$ cat config.mk
export PLATFORM = sky130hd
export DESIGN_NAME = scaled_glyph_line_renderer
export DESIGN_NICKNAME = d
export VERILOG_FILES = /design/src/design/sglr_pkg.sv /design/src/design/sglr_front.sv /design/src/design/sglr_fifo.sv /design/src/design/sglr_back.sv /design/src/design/scaled_glyph_line_renderer.sv
export VERILOG_INCLUDE_DIRS = /design/src /design/src/design
export SDC_FILE = /design/constraint.sdc
export NUM_CORES = 1
export LEC_CHECK = 0
export BUFFER_PORTS_ARGS = -buffer_cell sky130_fd_sc_hd__buf_2
export CAP_MARGIN = 20
export CORE_MARGIN = 1.5
export CORE_UTILIZATION = 60
export CTS_BUF_LIST = sky130_fd_sc_hd__clkbuf_8
export CTS_CLUSTER_SIZE = 25
export DETAILED_ROUTE_END_ITERATION = 16
export GPL_TIMING_DRIVEN = 1
export PLACE_DENSITY_LB_ADDON = 0.2
export SETUP_SLACK_MARGIN = 0.05
export SLEW_MARGIN = 30
export SYNTH_ARGS = -nofsm -noshare
export SYNTH_HDL_FRONTEND = slang
export SYNTH_SLANG_ARGS = --single-unit
$ cat constraint.sdc
create_clock -name clk -period 9.7 [get_ports clk]
set_input_delay 0.97 -clock clk [delete_from_list [all_inputs] [get_ports clk]]
set_output_delay 0.97 -clock clk [all_outputs]
set_load 0.05 [all_outputs]
$ cat src/design/scaled_glyph_line_renderer_assert.svh
// Assertion macros shared by the renderer modules.
`ifndef SCALED_GLYPH_LINE_RENDERER_ASSERT_SVH
`define SCALED_GLYPH_LINE_RENDERER_ASSERT_SVH

// Consequent must hold in the same cycle as the antecedent.
`define SGLR_ASSERT_NOW(lbl, clk, rst_n, ante, cons, msg) \
	lbl: assert property (@(posedge clk) disable iff (!rst_n) (ante) |-> (cons)) \
		else $error(msg);

// Consequent must hold in the cycle after the antecedent.
`define SGLR_ASSERT_NEXT(lbl, clk, rst_n, ante, cons, msg) \
	lbl: assert property (@(posedge clk) disable iff (!rst_n) (ante) |=> (cons)) \
		else $error(msg);

`endif

$ cat src/design/sglr_pkg.sv
package sglr_pkg;

	// Register indexes on the configuration port
	localparam logic [1:0] CFG_VISIBLE_COLS  = 2'd0;
	localparam logic [1:0] CFG_VISIBLE_LINES = 2'd1;
	localparam logic [1:0] CFG_LINE_PITCH    = 2'd2;
	localparam logic [1:0] CFG_PIXEL_FORMAT  = 2'd3;

	// Pixel format codes
	localparam logic [1:0] FMT_BGRX32 = 2'd0;
	localparam logic [1:0] FMT_BGR24  = 2'd1;
	localparam logic [1:0] FMT_RGB555 = 2'd2;

	// Reset values of the registers
	localparam logic [12:0] VISIBLE_COLS_RST  = 13'd1024;
	localparam logic [12:0] VISIBLE_LINES_RST = 13'd768;
	localparam logic [14:0] LINE_PITCH_RST    = 15'd4096;
	localparam logic [1:0]  PIXEL_FORMAT_RST  = FMT_BGRX32;

	// Queue between front and back
	localparam int QUEUE_DEPTH = 2;

	// Four slots per font column: (line, pixel) pairs
	localparam int SLOT_COUNT = 32;

	typedef struct packed {
		logic [12:0] visible_cols;
		logic [12:0] visible_lines;
		logic [14:0] line_pitch;
		logic [1:0]  pixel_format;
	} cfg_t;

	// One classified glyph line waiting for the back end
	typedef struct packed {
		logic [SLOT_COUNT-1:0] mask;     // visible slots
		logic [7:0]            bits;
		logic [31:0]           fg_word;
		logic [31:0]           bg_word;
		logic [2:0]            bpp;
		logic [25:0]           row0_off; // offset of cell pixel 0 on first line
		logic [25:0]           row1_off; // same, one line lower
	} entry_t;

	// 16-color palette, index six is brown
	function automatic logic [23:0] palette_rgb(input logic [3:0] idx);
		logic [23:0] rgb;
		case (idx)
			4'd0:    rgb = 24'h000000;
			4'd1:    rgb = 24'h0000AA;
			4'd2:    rgb = 24'h00AA00;
			4'd3:    rgb = 24'h00AAAA;
			4'd4:    rgb = 24'hAA0000;
			4'd5:    rgb = 24'hAA00AA;
			4'd6:    rgb = 24'hAA5500;
			4'd7:    rgb = 24'hAAAAAA;
			4'd8:    rgb = 24'h555555;
			4'd9:    rgb = 24'h5555FF;
			4'd10:   rgb = 24'h55FF55;
			4'd11:   rgb = 24'h55FFFF;
			4'd12:   rgb = 24'hFF5555;
			4'd13:   rgb = 24'hFF55FF;
			4'd14:   rgb = 24'hFFFF55;
			default: rgb = 24'hFFFFFF;
		endcase
		return rgb;
	endfunction

	function automatic logic [31:0] pack_pixel(input logic [23:0] rgb, input logic [1:0] fmt);
		logic [31:0] word;
		if (fmt == FMT_RGB555) begin
			word = {17'd0, rgb[23:19], rgb[15:11], rgb[7:3]};
		end else begin
			word = {8'd0, rgb};
		end
		return word;
	endfunction

	// Unknown format code falls back to 32 bpp
	function automatic logic [2:0] bytes_per_pixel(input logic [1:0] fmt);
		logic [2:0] n;
		case (fmt)
			FMT_BGR24:  n = 3'd3;
			FMT_RGB555: n = 3'd2;
			default:    n = 3'd4;
		endcase
		return n;
	endfunction

	// Pixel column inside the 12-wide cell for a slot {dx, sy, sx}
	function automatic logic [3:0] slot_col(input logic [4:0] slot);
		logic [3:0] k;
		k = ({2'b0, slot[4:3]} << 1) + {2'b0, slot[4:3]} + {2'b0, slot[2], 1'b0}
			+ {3'b0, slot[0]};
		return k;
	endfunction

endpackage

$ cat src/design/sglr_front.sv
module sglr_front (
	input  logic               clk,
	input  logic               arst_n,
	input  logic               in_valid,
	output logic               in_stall,
	input  logic [7:0]         glyph_bits,
	input  logic [2:0]         glyph_line,
	input  logic [9:0]         cell_col,
	input  logic [9:0]         cell_row,
	input  logic [7:0]         color_attr,
	input  sglr_pkg::cfg_t     cfg,
	input  logic               queue_full,
	output logic               push,
	output sglr_pkg::entry_t   push_entry
);

	logic [3:0]                      line_off;
	logic [13:0]                     y0;
	logic [13:0]                     x0;
	logic [2:0]                      bpp;
	logic [15:0]                     x_base;
	logic [28:0]                     y_prod;
	logic [25:0]                     pitch_x;
	logic signed [14:0]              x_rem;
	logic signed [14:0]              y_rem;
	logic                            tall;
	logic [sglr_pkg::SLOT_COUNT-1:0] mask;
	logic                            adv;
	logic                            valid_s1;
	sglr_pkg::entry_t                entry_s1;
	sglr_pkg::entry_t                entry_d;

	// Cell origin: y = row*16 + line offset (offset < 16), x = col*12
	always_comb begin
		line_off = {1'b0, glyph_line[2], glyph_line[2], glyph_line[2]}
			+ {1'b0, glyph_line[1:0], 1'b0};
		y0       = {cell_row, line_off};
		x0       = {1'b0, cell_col, 3'b0} + {2'b0, cell_col, 2'b0};
		bpp      = sglr_pkg::bytes_per_pixel(cfg.pixel_format);
		case (bpp)
			3'd3:    x_base = {1'b0, x0, 1'b0} + {2'b0, x0};
			3'd2:    x_base = {1'b0, x0, 1'b0};
			default: x_base = {x0, 2'b0};
		endcase
		y_prod  = y0 * cfg.line_pitch;
		pitch_x = {11'd0, cfg.line_pitch} + {10'd0, x_base};
		tall    = (glyph_line[1:0] != 2'd3);
		x_rem   = signed'({2'b0, cfg.visible_cols}) - signed'({1'b0, x0});
		y_rem   = signed'({2'b0, cfg.visible_lines}) - signed'({1'b0, y0});
	end

	// Visible slots: slot exists in this column/line and lies on screen
	always_comb begin
		logic [4:0] sl;
		for (int s = 0; s < sglr_pkg::SLOT_COUNT; s++) begin
			sl = 5'(s);
			mask[s] = (!sl[0] || !sl[2]) && (!sl[1] || tall)
				&& (x_rem > signed'({11'd0, sglr_pkg::slot_col(sl)}))
				&& (y_rem > signed'({14'd0, sl[1]}));
		end
	end

	always_comb begin
		entry_d.mask     = mask;
		entry_d.bits     = glyph_bits;
		entry_d.fg_word  = sglr_pkg::pack_pixel(sglr_pkg::palette_rgb(color_attr[3:0]),
			cfg.pixel_format);
		entry_d.bg_word  = sglr_pkg::pack_pixel(sglr_pkg::palette_rgb(color_attr[7:4]),
			cfg.pixel_format);
		entry_d.bpp      = bpp;
		entry_d.row0_off = y_prod[25:0] + {10'd0, x_base};
		entry_d.row1_off = y_prod[25:0] + pitch_x;
	end

	// Stage moves when empty or when the queue takes its entry
	assign adv      = !valid_s1 || !queue_full;
	assign in_stall = !adv;
	assign push     = valid_s1;
	assign push_entry = entry_s1;

	// Fully clipped lines are dropped here
	always_ff @(posedge clk or negedge arst_n) begin
		if (!arst_n) begin
			valid_s1 <= 1'b0;
		end else if (adv) begin
			valid_s1 <= in_valid && (mask != '0);
		end
	end

	always_ff @(posedge clk) begin
		if (adv && in_valid) begin
			entry_s1 <= entry_d;
		end
	end

endmodule

$ cat src/design/sglr_fifo.sv
module sglr_fifo #(
	parameter int DEPTH = sglr_pkg::QUEUE_DEPTH
) (
	input  logic             clk,
	input  logic             arst_n,
	input  logic             push,
	input  sglr_pkg::entry_t push_entry,
	output logic             full,
	input  logic             pop,
	output sglr_pkg::entry_t head,
	output logic             not_empty
);

`include "scaled_glyph_line_renderer_assert.svh"

	localparam int AW = (DEPTH > 1) ? $clog2(DEPTH) : 1;
	localparam int CW = $clog2(DEPTH + 1);

	sglr_pkg::entry_t slots_q [DEPTH];
	logic [AW-1:0]    wr_ptr_q;
	logic [AW-1:0]    rd_ptr_q;
	logic [CW-1:0]    count_q;
	logic             do_push;
	logic             do_pop;

	assign full      = (count_q == CW'(DEPTH));
	assign not_empty = (count_q != '0);
	assign do_push   = push && !full;
	assign do_pop    = pop && not_empty;
	assign head      = slots_q[rd_ptr_q];

	// Pointers and fill level
	always_ff @(posedge clk or negedge arst_n) begin
		if (!arst_n) begin
			wr_ptr_q <= '0;
			rd_ptr_q <= '0;
			count_q  <= '0;
		end else begin
			if (do_push) begin
				wr_ptr_q <= (wr_ptr_q == AW'(DEPTH - 1)) ? '0 : wr_ptr_q + 1'b1;
			end
			if (do_pop) begin
				rd_ptr_q <= (rd_ptr_q == AW'(DEPTH - 1)) ? '0 : rd_ptr_q + 1'b1;
			end
			if (do_push && !do_pop) begin
				count_q <= count_q + 1'b1;
			end else if (do_pop && !do_push) begin
				count_q <= count_q - 1'b1;
			end
		end
	end

	always_ff @(posedge clk) begin
		if (do_push) begin
			slots_q[wr_ptr_q] <= push_entry;
		end
	end

	`SGLR_ASSERT_NOW(a_fifo_level, clk, arst_n, 1'b1, count_q <= CW'(DEPTH), "queue over depth")
	`SGLR_ASSERT_NOW(a_fifo_pop_nonempty, clk, arst_n, pop, not_empty, "pop from empty queue")

endmodule

$ cat src/design/sglr_back.sv
module sglr_back (
	input  logic             clk,
	input  logic             arst_n,
	input  logic             q_valid,
	input  sglr_pkg::entry_t q_entry,
	output logic             q_pop,
	output logic             out_valid,
	input  logic             out_stall,
	output logic [25:0]      byte_offset,
	output logic [31:0]      pixel_word,
	output logic [2:0]       byte_count,
	output logic             last_pixel
);

`include "scaled_glyph_line_renderer_assert.svh"

	sglr_pkg::entry_t                cur_q;
	logic [sglr_pkg::SLOT_COUNT-1:0] cur_mask_q;
	logic                            cur_busy;
	logic [4:0]                      slot;
	logic [sglr_pkg::SLOT_COUNT-1:0] mask_next;
	logic                            last_now;
	logic [3:0]                      col;
	logic [5:0]                      col_bytes;
	logic                            on;
	logic                            adv;
	logic                            emit;
	logic                            load;
	logic                            out_valid_q;
	logic [25:0]                     byte_offset_q;
	logic [31:0]                     pixel_word_q;
	logic [2:0]                      byte_count_q;
	logic                            last_pixel_q;

	// Lowest visible slot is the next pixel
	always_comb begin
		slot = '0;
		for (int i = sglr_pkg::SLOT_COUNT - 1; i >= 0; i--) begin
			if (cur_mask_q[i]) begin
				slot = 5'(i);
			end
		end
	end

	always_comb begin
		cur_busy  = (cur_mask_q != '0);
		mask_next = cur_mask_q & (cur_mask_q - 1'b1);
		last_now  = (mask_next == '0);
		col       = sglr_pkg::slot_col(slot);
		col_bytes = {2'b0, col} * {3'b0, cur_q.bpp};
		on        = cur_q.bits[~slot[4:2]];
	end

	// Handshake: output register frees, current entry emits, queue refills
	assign adv   = !out_valid_q || !out_stall;
	assign emit  = adv && cur_busy;
	assign load  = q_valid && (!cur_busy || (emit && last_now));
	assign q_pop = load;

	always_ff @(posedge clk or negedge arst_n) begin
		if (!arst_n) begin
			cur_mask_q  <= '0;
			out_valid_q <= 1'b0;
		end else begin
			if (load) begin
				cur_mask_q <= q_entry.mask;
			end else if (emit) begin
				cur_mask_q <= mask_next;
			end
			if (adv) begin
				out_valid_q <= emit;
			end
		end
	end

	always_ff @(posedge clk) begin
		if (load) begin
			cur_q <= q_entry;
		end
		if (emit) begin
			byte_offset_q <= (slot[1] ? cur_q.row1_off : cur_q.row0_off) + {20'd0, col_bytes};
			pixel_word_q  <= on ? cur_q.fg_word : cur_q.bg_word;
			byte_count_q  <= cur_q.bpp;
			last_pixel_q  <= last_now;
		end
	end

	assign out_valid   = out_valid_q;
	assign byte_offset = byte_offset_q;
	assign pixel_word  = pixel_word_q;
	assign byte_count  = byte_count_q;
	assign last_pixel  = last_pixel_q;

	`SGLR_ASSERT_NEXT(a_back_load_nonempty, clk, arst_n, load, cur_mask_q != '0, "empty entry loaded")
	`SGLR_ASSERT_NEXT(a_back_mid_pixel, clk, arst_n, emit && !last_now, out_valid_q && !last_pixel_q, "pixel ordering lost")

endmodule

$ cat src/design/scaled_glyph_line_renderer.sv
// Renders one 8-pixel font line into a 12x16 character cell, one pixel write per cycle
// while out_stall is low; a request gives one write per visible pixel (0 to 24), each
// through the single pixel-write register at the back end. A front stage clips and
// prices the line (row offset multiply, colors, visible-pixel mask) and hands it through
// a short queue, so the next request is taken while pixels are still going out. Fully
// clipped requests give no writes. The user must write registers on cfg_we only while
// the block is idle; the block itself does not enforce it.
module scaled_glyph_line_renderer #(
	parameter int QueueDepth = sglr_pkg::QUEUE_DEPTH
) (
	input  logic        clk,
	input  logic        arst_n,
	input  logic        cfg_we,
	input  logic [1:0]  cfg_index,
	input  logic [14:0] cfg_data,
	input  logic        in_valid,
	output logic        in_stall,
	input  logic [7:0]  glyph_bits,
	input  logic [2:0]  glyph_line,
	input  logic [9:0]  cell_col,
	input  logic [9:0]  cell_row,
	input  logic [7:0]  color_attr,
	output logic        out_valid,
	input  logic        out_stall,
	output logic [25:0] byte_offset,
	output logic [31:0] pixel_word,
	output logic [2:0]  byte_count,
	output logic        last_pixel
);

	sglr_pkg::cfg_t   cfg_q;
	logic             queue_full;
	logic             push;
	sglr_pkg::entry_t push_entry;
	logic             pop;
	sglr_pkg::entry_t head;
	logic             not_empty;

	// Configuration registers
	always_ff @(posedge clk or negedge arst_n) begin
		if (!arst_n) begin
			cfg_q.visible_cols  <= sglr_pkg::VISIBLE_COLS_RST;
			cfg_q.visible_lines <= sglr_pkg::VISIBLE_LINES_RST;
			cfg_q.line_pitch    <= sglr_pkg::LINE_PITCH_RST;
			cfg_q.pixel_format  <= sglr_pkg::PIXEL_FORMAT_RST;
		end else if (cfg_we) begin
			case (cfg_index)
				sglr_pkg::CFG_VISIBLE_COLS:  cfg_q.visible_cols  <= cfg_data[12:0];
				sglr_pkg::CFG_VISIBLE_LINES: cfg_q.visible_lines <= cfg_data[12:0];
				sglr_pkg::CFG_LINE_PITCH:    cfg_q.line_pitch    <= cfg_data;
				sglr_pkg::CFG_PIXEL_FORMAT:  cfg_q.pixel_format  <= cfg_data[1:0];
				default: ;
			endcase
		end
	end

	sglr_front u_front (
		.clk        (clk),
		.arst_n     (arst_n),
		.in_valid   (in_valid),
		.in_stall   (in_stall),
		.glyph_bits (glyph_bits),
		.glyph_line (glyph_line),
		.cell_col   (cell_col),
		.cell_row   (cell_row),
		.color_attr (color_attr),
		.cfg        (cfg_q),
		.queue_full (queue_full),
		.push       (push),
		.push_entry (push_entry)
	);

	sglr_fifo #(
		.DEPTH (QueueDepth)
	) u_fifo (
		.clk        (clk),
		.arst_n     (arst_n),
		.push       (push),
		.push_entry (push_entry),
		.full       (queue_full),
		.pop        (pop),
		.head       (head),
		.not_empty  (not_empty)
	);

	sglr_back u_back (
		.clk         (clk),
		.arst_n      (arst_n),
		.q_valid     (not_empty),
		.q_entry     (head),
		.q_pop       (pop),
		.out_valid   (out_valid),
		.out_stall   (out_stall),
		.byte_offset (byte_offset),
		.pixel_word  (pixel_word),
		.byte_count  (byte_count),
		.last_pixel  (last_pixel)
	);

endmodule

==> out/results.ini <==
[run_status]
outcome = completed

[floorplan]
die_width_um = 233.5
rows = 84
dieHeight_um = 233.5
ios = 125
coreArea_sq_um = 52550
initial_core_util = 0.6066
dieArea_sq_um = 54520

[layout]
drive_above_1_share = 0.1539
syn2layout_area_growth_pct = 8.993
stdcell_count = 3495
antenna_cells = 0
final_core_util = 0.6611
final_nets = 3148
final_common_cell = edfxtp_1
num-fill-cells = 3866
layout_common_cells = edfxtp_1, inv_1, nand2_1, ha_1, fa_1

[drt]
post_drt_wl_per_cell_um = 18.65
route.detailed.drc = 0
drt_wl_total_mm = 65.20
ant_nets = 0
num_vias = 20050
dr.pass1.iters = 5
drt_iter0_drc = 1355
viasPerCell = 5.735

[global_route]
grt_pass1_vias = 20550
antenna_found_initial = 1
grt_pass1_wl_mm = 104.8
grt_max_degree = 79
grt_usage = 0.2455
grt_overflow = 0

[sta]
relSlewSlack = 0.3709
clock_skew_ns = 0.03440
layout_min_cycle_time_ns = 8.654
fin_crit_sh = 0.8922
worstMarginPinSlew_ns = 0.9364
rsz0062_at_grt = no
slew_violations = 0
max_freq_ghz = 0.1156
setup_tns_ns = 0
hold_violations = 0
finalSetupViolations = 0
holdWs_ns = 0.2402

[yosys]
yosysTopAreaCell = edfxtp_1
ys_seq_area_frac = 0.4905
post-synth-top-area-fraction = 0.4268
async_flop_share = 0.1517
synth_top_cells_by_area = edfxtp_1, fa_1, ha_1, dfrtp_1, mux2_2
synth-seq-cells = 534
syn_inst = 2618
synth.distinct_cells = 81
syn_area_sq_um = 31880
synth_edf_count = 453
synthFlopType = edfxtp_1
synth_warnings = 0
syn_area_per_cell_sq_um = 12.18

[worst_setup_path]
cp_common_cell = fa_1
worstSetupPathType = in2reg
crit_path_max_fanout = 20
crit_path_top_delay_cell = fa_1
crit_buf_inv = 4
crit_arrival_ns = 9.06
max_stage_delay_ns = 0.90
worst_ep_required_time_ns = 10.10
crit_family = adder cells
crit_path_end_kind = flip-flop
start_kind = input port

[placed_design]
gp_congestion = 0.8781
portBuffers = 116
place_inst = 3340
dp_hpwl_mm = 46.73

[clock_network]
cts_hold_buffers = 0
cts_buffer_depth = 3
post_cts_resized = 0
cts_setup_buffers = 0
cts_tree = yes
cts_max_level = 3
numClockSinks = 534
clk_pin_slew_worst_paths_ns = 0.06
clockRootBuffer = clkbuf_8
clk_latency_ns = 0.69
cts_inserted_buffers = 85

[flow_run]
drv_cap = 0

[hold_path]
min_path_type = in2async

logic make-up (layout without fill, tap and decap cells):
group	Yosys count	after routing	synth area share
mux	191	191	0.06653
other cells	1	8	0.0001176
flops	534	534	0.4905
simple gates	620	620	0.09535
compound gates	418	418	0.08459
buf+inv	351	533	0.04475
fa+ha+maj	351	351	0.1764
xor+xnor	152	152	0.04176
cells in the mapped netlist, drive strengths merged, types with 77 or more instances:
library cell  count
edfxtp          453
inv             248
nand2           237
ha              183
fa              165
mux2            147
o21ai           115
nor2            108
a21oi           104
xnor2            90
and2             88
dfrtp            77
worst paths after layout:
check                      slack (ns)  depth (start not counted)                   start                endpoint
hold reg to reg                  0.42                          0  u_front.push_entry[41]   u_fifo.slots_q[1][41]
min in group clk                 0.42                          0  u_front.push_entry[41]   u_fifo.slots_q[1][41]
max in group asynchronous        8.38                          2                  arst_n         u_fifo.rd_ptr_q
hold / removal                   0.24                          1                  arst_n               cfg_q[38]
setup reg to reg                 1.91                         27                cfg_q[7]  u_front.push_entry[51]
setup / recovery                 1.05                         30           glyph_line[2]  u_front.push_entry[51]
per-layer routing:
metal / wire (um) / GRT usage
met5: 13 / 0
met1: 28960 / 0.3263
met2: 31130 / 0.4066
met3: 3342 / 0.04199
met4: 1745 / 0.08954
state kept, by name (all words and copies together), names as in the netlist, 3 cells and up:
register            cells
u_back.cur_mask_q      32
u_back.cur_q           85
u_back.pixel_word      11
u_fifo.slots_q        218
u_back.byte_offset     26
u_back.byte_count       3
cfg_q                  43
u_front.push_entry    109
area by class of cell:
class | instances | area, sq um | area share
sequential | 534 | 15640 | 0.4501
timing repair buffer | 130 | 719.4 | 0.02071
multi-input combinational | 1740 | 14900 | 0.4289
clock inverter | 69 | 504.2 | 0.01451
clock buffer | 86 | 1184 | 0.03407
tap | 688 | 860.8 | 0.02478
inverter | 248 | 933.4 | 0.02687
stage by stage:
stage / area, sq um / worst slack [ns]
3_3_place_gp: 32990 / 0.6369
3_5_place_dp: 33030 / 0.4451
6_report: 34740 / 1.046
5_1_grt: 34740 / 0.5817
2_1_floorplan: 31900 / 1.410
4_1_cts: 34720 / 1.146
Power is not shown: default switching activity piles up to over one toggle a cycle in this logic, so the estimate is an artifact.
